File: src/rtl/upe_pkg.sv
// Shared types, constants and character helpers for the URI percent encoder.
// No dependencies; every rtl file refers to it by scoped names.
package upe_pkg;

  // Range restriction on the first continuation byte after a lead byte
  typedef enum logic [2:0] {
    RULE_ANY   = 3'd0,  // 80..BF
    RULE_A0_BF = 3'd1,  // after E0
    RULE_80_9F = 3'd2,  // after ED
    RULE_90_BF = 3'd3,  // after F0
    RULE_80_8F = 3'd4   // after F4
  } rule_t;

  localparam logic [7:0] CHAR_PERCENT = 8'h25;
  localparam logic [7:0] CHAR_ZERO    = 8'h30;
  // 'a' - 10, so that nibble 10 maps to 'a'
  localparam logic [7:0] CHAR_HEX_AF  = 8'h57;
  localparam logic [7:0] PRINT_LO     = 8'd32;
  localparam logic [7:0] PRINT_HI     = 8'd126;

  // One encoded request: up to three characters and its flags
  typedef struct packed {
    logic [7:0] char0;
    logic [7:0] char1;
    logic [7:0] char2;
    logic       escaped;  // three characters, else only char0
    logic       last;     // final byte of the string
    logic       bad;      // UTF-8 fault seen in this string so far
  } enc_rec_t;

  // Lowercase hex digit of a nibble
  function automatic logic [7:0] hex_digit(input logic [3:0] nib);
    logic [7:0] wide;
    wide = {4'd0, nib};
    return (nib < 4'd10) ? (CHAR_ZERO + wide) : (CHAR_HEX_AF + wide);
  endfunction

  // Unreserved characters: alphanumerics and - _ . ! ~ * ' ( )
  function automatic logic comp_allowed(input logic [7:0] b);
    logic ok;
    ok = 1'b0;
    case (b) inside
      [8'h30:8'h39], [8'h41:8'h5a], [8'h61:8'h7a]: ok = 1'b1;
      8'h2d, 8'h5f, 8'h2e, 8'h21, 8'h7e, 8'h2a, 8'h27, 8'h28, 8'h29: ok = 1'b1;
      default: ok = 1'b0;
    endcase
    return ok;
  endfunction

  // Full URI set: unreserved plus reserved ; , / ? : @ & = + $ #
  function automatic logic full_allowed(input logic [7:0] b);
    logic ok;
    ok = comp_allowed(b);
    case (b) inside
      8'h3b, 8'h2c, 8'h2f, 8'h3f, 8'h3a, 8'h40, 8'h26, 8'h3d, 8'h2b, 8'h24, 8'h23:
        ok = 1'b1;
      default: ;
    endcase
    return ok;
  endfunction

endpackage

File: src/rtl/upe_utf8_track.sv
// Strict UTF-8 checker: pending continuation count, second byte rule and the
// sticky fault flag of the current string. Depends on upe_pkg.
module upe_utf8_track (
  input  logic       clk,
  input  logic       rst_n,
  input  logic       accept,
  input  logic [7:0] byte_in,
  input  logic       last_in,
  output logic       bad
);

  logic [1:0]     pend_r, pend_nxt, pend_upd;
  upe_pkg::rule_t rule_r, rule_nxt, rule_upd;
  logic           fail_r, fail_nxt, fail_upd;
  logic           rule_ok;

  // Check the byte against the rule left by the lead byte
  always_comb begin
    unique case (rule_r)
      upe_pkg::RULE_A0_BF: rule_ok = (byte_in >= 8'ha0);
      upe_pkg::RULE_80_9F: rule_ok = (byte_in <= 8'h9f);
      upe_pkg::RULE_90_BF: rule_ok = (byte_in >= 8'h90);
      upe_pkg::RULE_80_8F: rule_ok = (byte_in <= 8'h8f);
      default:             rule_ok = 1'b1;
    endcase
  end

  // Advance the decoder by one byte
  always_comb begin
    pend_upd = pend_r;
    rule_upd = rule_r;
    fail_upd = fail_r;
    if (pend_r != 2'd0) begin
      if (byte_in >= 8'h80 && byte_in <= 8'hbf && rule_ok) begin
        pend_upd = pend_r - 2'd1;
      end else begin
        fail_upd = 1'b1;
        pend_upd = 2'd0;
      end
      rule_upd = upe_pkg::RULE_ANY;
    end else if (byte_in >= 8'hc2 && byte_in <= 8'hdf) begin
      pend_upd = 2'd1;
      rule_upd = upe_pkg::RULE_ANY;
    end else if (byte_in >= 8'he0 && byte_in <= 8'hef) begin
      pend_upd = 2'd2;
      rule_upd = (byte_in == 8'he0) ? upe_pkg::RULE_A0_BF :
                 (byte_in == 8'hed) ? upe_pkg::RULE_80_9F : upe_pkg::RULE_ANY;
    end else if (byte_in >= 8'hf0 && byte_in <= 8'hf4) begin
      pend_upd = 2'd3;
      rule_upd = (byte_in == 8'hf0) ? upe_pkg::RULE_90_BF :
                 (byte_in == 8'hf4) ? upe_pkg::RULE_80_8F : upe_pkg::RULE_ANY;
    end else if (byte_in >= 8'h80) begin
      fail_upd = 1'b1;
    end
    // Truncated sequence at the end of the string
    if (last_in && pend_upd != 2'd0) begin
      fail_upd = 1'b1;
    end
  end

  assign bad = fail_upd;

  // Drop all state at the end of a string
  always_comb begin
    pend_nxt = pend_r;
    rule_nxt = rule_r;
    fail_nxt = fail_r;
    if (accept) begin
      pend_nxt = last_in ? 2'd0 : pend_upd;
      rule_nxt = last_in ? upe_pkg::RULE_ANY : rule_upd;
      fail_nxt = last_in ? 1'b0 : fail_upd;
    end
  end

  always_ff @(posedge clk) begin
    if (!rst_n) begin
      pend_r <= 2'd0;
      rule_r <= upe_pkg::RULE_ANY;
      fail_r <= 1'b0;
    end else begin
      pend_r <= pend_nxt;
      rule_r <= rule_nxt;
      fail_r <= fail_nxt;
    end
  end

  // A rule only survives while a continuation is expected
  a_rule_needs_pending: assert property (@(posedge clk) disable iff (!rst_n)
    (pend_r == 2'd0) |-> (rule_r == upe_pkg::RULE_ANY))
    else $error("second byte rule set with nothing pending");

  // Restricted rules come only from three- and four-byte leads
  a_rule_long_seq: assert property (@(posedge clk) disable iff (!rst_n)
    (rule_r != upe_pkg::RULE_ANY) |-> (pend_r == 2'd2 || pend_r == 2'd3))
    else $error("second byte rule with short sequence");

  // A finished string leaves clean state
  a_clear_after_last: assert property (@(posedge clk) disable iff (!rst_n)
    (accept && last_in) |=> (pend_r == 2'd0 && !fail_r))
    else $error("state not cleared after end of string");

endmodule

File: src/rtl/upe_emitter.sv
// Result register and beat counter: holds one encoded request and sends its
// one or three characters out. Depends on upe_pkg.
module upe_emitter (
  input  logic              clk,
  input  logic              rst_n,
  input  logic              load,
  input  upe_pkg::enc_rec_t rec_in,
  output logic              take_ready,
  output logic              out_valid,
  input  logic              out_ready,
  output logic [7:0]        out_char,
  output logic              out_run_last,
  output logic              out_string_end,
  output logic              out_bad_utf8
);

  upe_pkg::enc_rec_t rec_r, rec_nxt;
  logic              valid_r, valid_nxt;
  logic [1:0]        beat_r, beat_nxt;
  logic              final_beat;
  logic              fire;

  assign final_beat = !rec_r.escaped || (beat_r == 2'd2);
  assign fire       = valid_r && out_ready;
  assign take_ready = !valid_r || (out_ready && final_beat);

  // Select the character of the current beat
  always_comb begin
    case (beat_r)
      2'd0:    out_char = rec_r.char0;
      2'd1:    out_char = rec_r.char1;
      default: out_char = rec_r.char2;
    endcase
  end

  assign out_valid      = valid_r;
  assign out_run_last   = final_beat;
  assign out_string_end = final_beat && rec_r.last;
  assign out_bad_utf8   = rec_r.bad;

  // Advance the beat, or load the next request after the final one
  always_comb begin
    rec_nxt   = rec_r;
    valid_nxt = valid_r;
    beat_nxt  = beat_r;
    if (fire) begin
      if (final_beat) begin
        beat_nxt  = 2'd0;
        valid_nxt = 1'b0;
      end else begin
        beat_nxt = beat_r + 2'd1;
      end
    end
    if (load) begin
      rec_nxt   = rec_in;
      valid_nxt = 1'b1;
    end
  end

  always_ff @(posedge clk) begin
    rec_r <= rec_nxt;
  end

  always_ff @(posedge clk) begin
    if (!rst_n) begin
      valid_r <= 1'b0;
      beat_r  <= 2'd0;
    end else begin
      valid_r <= valid_nxt;
      beat_r  <= beat_nxt;
    end
  end

  a_beat_range: assert property (@(posedge clk) disable iff (!rst_n)
    beat_r != 2'd3)
    else $error("beat counter out of range");

  a_idle_beat_zero: assert property (@(posedge clk) disable iff (!rst_n)
    !valid_r |-> (beat_r == 2'd0))
    else $error("beat counter not at zero while empty");

  a_plain_single_beat: assert property (@(posedge clk) disable iff (!rst_n)
    (valid_r && !rec_r.escaped) |-> (beat_r == 2'd0))
    else $error("pass-through request past first beat");

  a_load_only_when_free: assert property (@(posedge clk) disable iff (!rst_n)
    load |-> take_ready)
    else $error("request loaded over a pending one");

endmodule

File: src/rtl/uri_percent_encoder.sv
// URI percent encoder top level: configuration register, character
// classification and escape formation. Depends on upe_pkg, upe_utf8_track
// and upe_emitter.
//
// Usage:
//   in_*  : one byte of a UTF-8 string per request (in_byte, in_last marks
//           the final byte). Valid/ready handshake.
//   out_* : one ASCII character per request. A byte the selected table allows
//           gives one character; any other byte gives '%' and two lowercase
//           hex digits. out_run_last marks the last character of a byte,
//           out_string_end the last character of the string, out_bad_utf8 a
//           strict UTF-8 fault so far in the string (discard it).
//   cfg_* : cfg_table_select, 0 = URI component set, 1 = full URI set.
//           Always ready; write it only while the block is idle.
// The first character of a byte is offered in the cycle after it is taken.
// Throughput is bounded by the one-character-per-cycle result port while the
// receiver is ready: one character for a passed byte, three for an escaped
// byte. The next byte is taken in the same cycle as the last character of
// the current one. Reset clears the UTF-8 state, the table select and the
// result valid flag and beat counter. A stalled receiver holds the current
// character; input is held off after one byte waits in the result register.
module uri_percent_encoder (
  input  logic       clk,
  input  logic       rst_n,
  input  logic       in_valid,
  output logic       in_ready,
  input  logic [7:0] in_byte,
  input  logic       in_last,
  output logic       out_valid,
  input  logic       out_ready,
  output logic [7:0] out_char,
  output logic       out_run_last,
  output logic       out_string_end,
  output logic       out_bad_utf8,
  input  logic       cfg_valid,
  output logic       cfg_ready,
  input  logic       cfg_table_select
);

  logic              table_sel_r, table_sel_nxt;
  logic              accept;
  logic              bad;
  logic              allowed;
  upe_pkg::enc_rec_t rec;

  assign accept    = in_valid && in_ready;
  assign cfg_ready = 1'b1;

  // Hold the table select until the next write request
  assign table_sel_nxt = (cfg_valid && cfg_ready) ? cfg_table_select : table_sel_r;

  always_ff @(posedge clk) begin
    if (!rst_n) begin
      table_sel_r <= 1'b0;
    end else begin
      table_sel_r <= table_sel_nxt;
    end
  end

  upe_utf8_track u_track (
    .clk     (clk),
    .rst_n   (rst_n),
    .accept  (accept),
    .byte_in (in_byte),
    .last_in (in_last),
    .bad     (bad)
  );

  // Classify the byte and form the escape
  always_comb begin
    allowed = (in_byte >= upe_pkg::PRINT_LO) && (in_byte <= upe_pkg::PRINT_HI) &&
              (table_sel_r ? upe_pkg::full_allowed(in_byte)
                           : upe_pkg::comp_allowed(in_byte));
    rec.escaped = !allowed;
    rec.char0   = allowed ? in_byte : upe_pkg::CHAR_PERCENT;
    rec.char1   = upe_pkg::hex_digit(in_byte[7:4]);
    rec.char2   = upe_pkg::hex_digit(in_byte[3:0]);
    rec.last    = in_last;
    rec.bad     = bad;
  end

  upe_emitter u_emit (
    .clk            (clk),
    .rst_n          (rst_n),
    .load           (accept),
    .rec_in         (rec),
    .take_ready     (in_ready),
    .out_valid      (out_valid),
    .out_ready      (out_ready),
    .out_char       (out_char),
    .out_run_last   (out_run_last),
    .out_string_end (out_string_end),
    .out_bad_utf8   (out_bad_utf8)
  );

endmodule

File: config.mk
export PLATFORM = sky130hd
export DESIGN_NAME = uri_percent_encoder
export DESIGN_NICKNAME = d
export VERILOG_FILES = /design/src/rtl/upe_pkg.sv /design/src/rtl/upe_utf8_track.sv /design/src/rtl/upe_emitter.sv /design/src/rtl/uri_percent_encoder.sv
export SDC_FILE = /design/constraint.sdc
export NUM_CORES = 1
export LEC_CHECK = 0
export BUFFER_PORTS_ARGS = -buffer_cell sky130_fd_sc_hd__buf_2
export CAP_MARGIN = 0
export CORE_MARGIN = 10
export CORE_UTILIZATION = 55
export CTS_BUF_LIST = sky130_fd_sc_hd__clkbuf_16
export DETAILED_ROUTE_END_ITERATION = 12
export PLACE_DENSITY = 0.76
export SLEW_MARGIN = 20
export SYNTH_ARGS = -nofsm -noshare
export SYNTH_HDL_FRONTEND = slang
export SYNTH_SLANG_ARGS = --single-unit
File: constraint.sdc
create_clock -name clk -period 2.8 [get_ports clk]
set_input_delay 0.56 -clock clk [delete_from_list [all_inputs] [get_ports clk]]
set_output_delay 0.56 -clock clk [all_outputs]
set_load 0.05 [all_outputs]
==> impl_metrics.ini, run 1 <==
[cts]
cts.clk_slew.worst_paths_ns = 0.05
cts_buffer_depth = 2
cts_sinks = 35
cts_resized = 0
clockRootBuffer = clkbuf_16
cts.htree.levels = 2
post-cts-setup-buffers = 0
cts_made_buffers = 5
clock_latency_ns = 0.28
tritoncts = built
cts_hold_buf = 0

[timing]
setup_tns_ns = 0
period_share_pct = 87.7
finalMaxSlewViolations = 0
finalHoldViolations = 0
fin_crit_ns = 2.46
setup_viol = 0
rsz0062_at_grt = no
fmax_ghz = 0.407
whs_ns = 0.489
finClkSkew_ns = 0.00389

[grt]
antenna_found_initial = 0
grt_pass1_wl_mm = 8.64
grt-ovfl-total = 0
grt_usage_pct = 14.3
grt_max_degree = 25
grt_pass1_vias = 1827

[detailed_routing]
initialDrtViolationCount = 148
routedWlPerCell_um = 16.0
final_antenna_net_count = 0
wirelength_mm = 5.15
firstDrtPassIters = 5
routed_via_density = 5.86
vias = 1886
drc_errors = 0

[floorplanning]
core_area_um2 = 4030
dieArea_um2 = 7190
rows = 23
pin_count = 29
die_w_um = 84.8
die_h_um = 84.8
start_util_pct = 57.3

[critical_path]
crit_type = reg2out
required_ns = 2.24
cpMaxStageDelayCell = nor2_1
critical_path_buf_inv_count = 2
critPathLaunchType = flop
startpoint = u_emit.beat_r[0]
cpLargestDelayFamily = simple AND/OR/NAND/NOR gates
cp-end-kind = output pin
crit_path_frequent_cell = nand2_1
crit_chain = inv_1 > ha_1 > nor2_1 > nand2_1 > nand2_1 > buf_2
worstPathMaxFanout = 9
cp.arrival_ns = 1.90
slowest_delay_ns = 0.40
r2r-start = u_emit.beat_r[0]

[place]
hpwlAfterDp_mm = 3.78
portBuffers = 27
dp_cells = 314
place_area_um2 = 2440
place_congestion = 0.974

[yosys]
syn_avg_cell_area_um2 = 9.47
synth-main-ff-cell = edfxtp_1
synth_seq_area_share_pct = 41.2
yosys.area.top_type = edfxtp_1
synthMostInstantiatedCell = nand2_1
postSynthCellCount = 244
ys_async_sr_fraction_pct = 0
ys_ff_latch = 35
netlist_area_um2 = 2310
synth_edf_count = 25
synth_top_cell_area_share_pct = 32.5
synthTopCellsByArea = edfxtp_1 33%, dfxtp_1 8.7%, ha_1 7.0%
yosys_warnings = 0
synth_commonest_cells = 35 x nand2_1, 25 x edfxtp_1, 14 x a21oi_1, 14 x inv_1
netlist-cell-type-count = 54

[cells_and_area]
nNetsFinal = 299
drive_above_1_share_pct = 16.9
syn2layout_area_growth_pct = 11.6
final_cell_area_um2 = 2580
instances_no_fill = 322
diodes = 0

[pwr]
ir_drop_uv = 309
power_leakage_nw = 1.00
powerDensity_nw_per_um2 = 531

[hold_path]
hold_class = in2reg
min_from = in_last

[status]
status = finished, final reports clean

[run]
cap_violations = 0
==> logic make-up (layout without fill, tap and decap cells) <==
kind of cell    count (synthesis)  in the layout  synth area share [%]
simple gates                   98             98                  21.9
compound gates                 63             63                  19.9
flops                          35             35                  41.2
buf+inv                        26             52                  6.50
fa+ha+maj                      13             13                  7.04
mux                             5              5                  2.44
other cells                     2              4                 0.325
xor+xnor                        2              2                 0.759
==> layout by cell type (no fill, tap or decap), drive strengths merged, types with 6 or more instances in the layout <==
cell    netlist  routed
dfxtp        10      10
a22oi        11      11
a21oi        14      14
nor2         13      13
nor2b         6       6
buf           9      30
nand2b       10      10
nand3         9       9
nand2        35      35
edfxtp       25      25
o21ai         8       8
ha           13      13
inv          14      15
nor3          8       8
==> through the flow <==
| stage | utilization, % | total power, mW | worst slack [ns] |
|---|---|---|---|
| final | 64.0 | 1.37 | 0.343 |
| after detailed placement | 60.6 | 0.862 | 0.201 |
| after CTS | 64.0 | 1.37 | 0.301 |
| after global routing | 64.0 | 1.42 | 0.186 |
| after global placement | 60.6 | 0.859 | 0.254 |
| after floorplan | - | 0.803 | 0.0886 |
==> state kept, by name, indices dropped and copies added, names as in the netlist <==
| name | flops |
|---|---|
| u_emit.rec_r | 24 |
| u_emit.beat_r | 2 |
| u_emit.out_valid | 1 |
| table_sel_r | 1 |
| u_track.fail_r | 1 |
| u_emit.out_bad_utf8 | 1 |
| u_track.rule_r | 3 |
| u_track.pend_r | 2 |
==> metal layers <==
layer	part of all wire, %	up-vias	wire [um]	GRT usage (%)
met5	0	-	0	0
met4	1.3	0	65	5.54
met3	6.6	7	342	4.25
met2	47	56	2430	21.8
met1	45	882	2310	18.6
li1	-	941	-	-
==> final timing paths <==
| check | to | slack, ns | depth (start not counted) |
|---|---|---|---|
| min reg2reg | u_track.pend_r[1] | 0.49 | 2 |
| min | u_emit.rec_r[1] | 0.49 | 1 |
| max | out_char[3] | 0.34 | 6 |
| max reg2reg | u_track.pend_r[0] | 0.88 | 9 |
==> final cells by class <==
cell class                      instances  area (um2)
Inverter                               14        52.6
Fill cell                             345        1450
Tap cell                               50        62.6
Timing Repair Buffer                   30         158
Clock inverter                          3        12.5
Sequential cell                        35         951
Clock buffer                            5         125
Multi-Input combinational cell        185        1220
==> power breakdown <==
group,internal (mW),switching (mW)
clock network,0.321,0.194
logic,0.0752,0.182
registers,0.588,0.00826
total,0.984,0.385
(Power assumes the default switching activity.)
==> run 2, diff against run 1 <==
- CORE_UTILIZATION: 55 -> 58
- PLACE_DENSITY: 0.76 -> 0.8
- SKIP_LAST_GASP: default -> 1
- SYNTH_HIERARCHICAL: default -> 1
==> impl_metrics.ini, run 2 <==
[yosys]
synth_top_cell_area_share_pct = 33.8
synthMostInstantiatedCell = edfxtp_1
postSynthCellCount = 226
synth_edf_count = 27
yosys.area.top_type = edfxtp_1
synthTopCellsByArea = edfxtp_1 34%, dfxtp_1 8.4%, ha_1 6.3%
yosys_warnings = 6
netlist-cell-type-count = 64
ys_async_sr_fraction_pct = 0
ys_ff_latch = 37
syn_avg_cell_area_um2 = 10.6
synth-main-ff-cell = edfxtp_1
netlist_area_um2 = 2400
synth_seq_area_share_pct = 42.2
synth_commonest_cells = 27 x edfxtp_1, 16 x nand2_1, 14 x inv_1

[place]
place_area_um2 = 2550
place_congestion = 0.886
hpwlAfterDp_mm = 3.36
portBuffers = 27

[floorplanning]
pin_count = 29
die_w_um = 84.3
die_h_um = 84.3
dieArea_um2 = 7100
core_area_um2 = 4000
start_util_pct = 59.9
rows = 23

[detailed_routing]
initialDrtViolationCount = 114
routed_via_density = 5.93
wirelength_mm = 4.93
vias = 1826
drc_errors = 0
routedWlPerCell_um = 16.0
final_antenna_net_count = 0
firstDrtPassIters = 4

[timing]
rsz0062_at_grt = no
setup_tns_ns = 0
relSlewSlack_pct = 52.2
whs_ns = 0.476
period_share_pct = 82.5
finalHoldViolations = 0
tightest_slew_ns = 0.717
finalMaxSlewViolations = 0
fin_crit_ns = 2.31
finClkSkew_ns = 0.00482
setup_viol = 0
fmax_ghz = 0.433

[pwr]
power_leakage_nw = 1.12
powerDensity_nw_per_um2 = 539
ir_drop_uv = 357
totalPowerFinal_mw = 1.45

[critical_path]
cp-end-kind = flop
worstPathMaxFanout = 9
required_ns = 2.82
crit_type = in2reg
crit_chain = buf_2 > inv_1 > ha_1 > nor3b_4 > nand2b_2 > a31oi_2 > o311ai_4 > o311a_1
cp.arrival_ns = 2.33
cpLargestDelayFamily = compound AO/OA/AOI/OAI gates
critPathLaunchType = input pin
cpMaxStageDelayCell = o311a_1
critical_path_buf_inv_count = 2
slowest_delay_ns = 0.38

[grt]
grt_pass1_vias = 1832
grt-ovfl-total = 0
grt_usage_pct = 14.3
grt_max_degree = 35
antenna_found_initial = 0
grt_pass1_wl_mm = 8.56

[cells_and_area]
n_fill_cell = 316
drive_above_1_share_pct = 20.2
largest_reg_flops = 26
diodes = 0
final_cell_area_um2 = 2690
finish.utilization_pct = 67.3
nNetsFinal = 284
syn2layout_area_growth_pct = 12.4
top_regs = u_emit/rec_r x26, u_track/rule_r x3
seqCellArea_um2 = 1010
final_cell_mix = 27 x buf_2, 27 x edfxtp_1, 16 x nand2_1
multi_input_area_um2 = 1290
top_register = u_emit/rec_r

[cts]
cts_sinks = 37
cts.htree.levels = 2
cts_resized = 0
cts_hold_buf = 0
clockRootBuffer = clkbuf_16
post-cts-setup-buffers = 0
cts.clk_slew.worst_paths_ns = 0.05
tritoncts = built
cts_buffer_depth = 2
cts_made_buffers = 5
clock_latency_ns = 0.28

[run]
cap_violations = 0

[hold_path]
hold_class = reg2reg

[status]
status = finished, final reports clean
run 2: per-stage QoR:
| stage | setup slack, ns | instances |
|---|---|---|
| after detailed placement | 0.215 | 300 |
| after global placement | 0.291 | 300 |
| after global routing | 0.352 | 308 |
| after CTS | 0.505 | 308 |
| final | 0.490 | 308 |
| after floorplan | 0.294 | 230 |
run 2: logic make-up after synthesis:
logic type | count (synthesis) | share of synthesized area, %
AOI/OAI and AO/OA | 76 | 26.3
xor gates and xnor gates | 2 | 0.731
adders and majority gates | 12 | 6.27
buffers and inverters | 22 | 4.80
DFF | 37 | 42.2
muxes | 4 | 1.67
other | 2 | 0.313
and+or+nand+nor | 71 | 17.7
run 2: routing by layer:
layer  track usage (%)  up-vias  wire length [um]
met5                 0        -                 0
met4              5.33        0                69
li1                  -      913                 -
met2              24.1       42              2360
met1              16.7      864              2260
met3              4.15        7               247
run 2: final timing paths:
check / from / endpoint / slack [ns] / cells past startpoint
worst min-delay path: u_track/rule_r[1] / u_track/rule_r[1] / 0.48 / 2
worst min register to register: u_track/rule_r[1] / u_track/rule_r[1] / 0.48 / 2
worst max register to register: u_emit/beat_r[0] / u_track/fail_r / 0.58 / 8
worst max-delay path: in_byte[0] / u_emit/rec_r[25] / 0.49 / 8
run 2: report_power, final:
part           switching, mW  internal [mW]
clock network          0.196          0.322
registers             0.0117          0.628
logic                  0.202         0.0927
total                  0.410           1.04
run 2: layout make-up:
class                      instances  area share (%)
clock inverter                     3           0.511
multi-input combinational        171            47.7
inverter                          14            1.95
clock buffer                       5            4.64
sequential                        37            37.5
timing repair buffer              28            5.29
tap                               50            2.32
run 2: worst min-delay path, cell delays in order (launching register included):
cell	delay, ns
dfxtp_1	0.32
nand3_1	0.06
o21ai_1	0.05
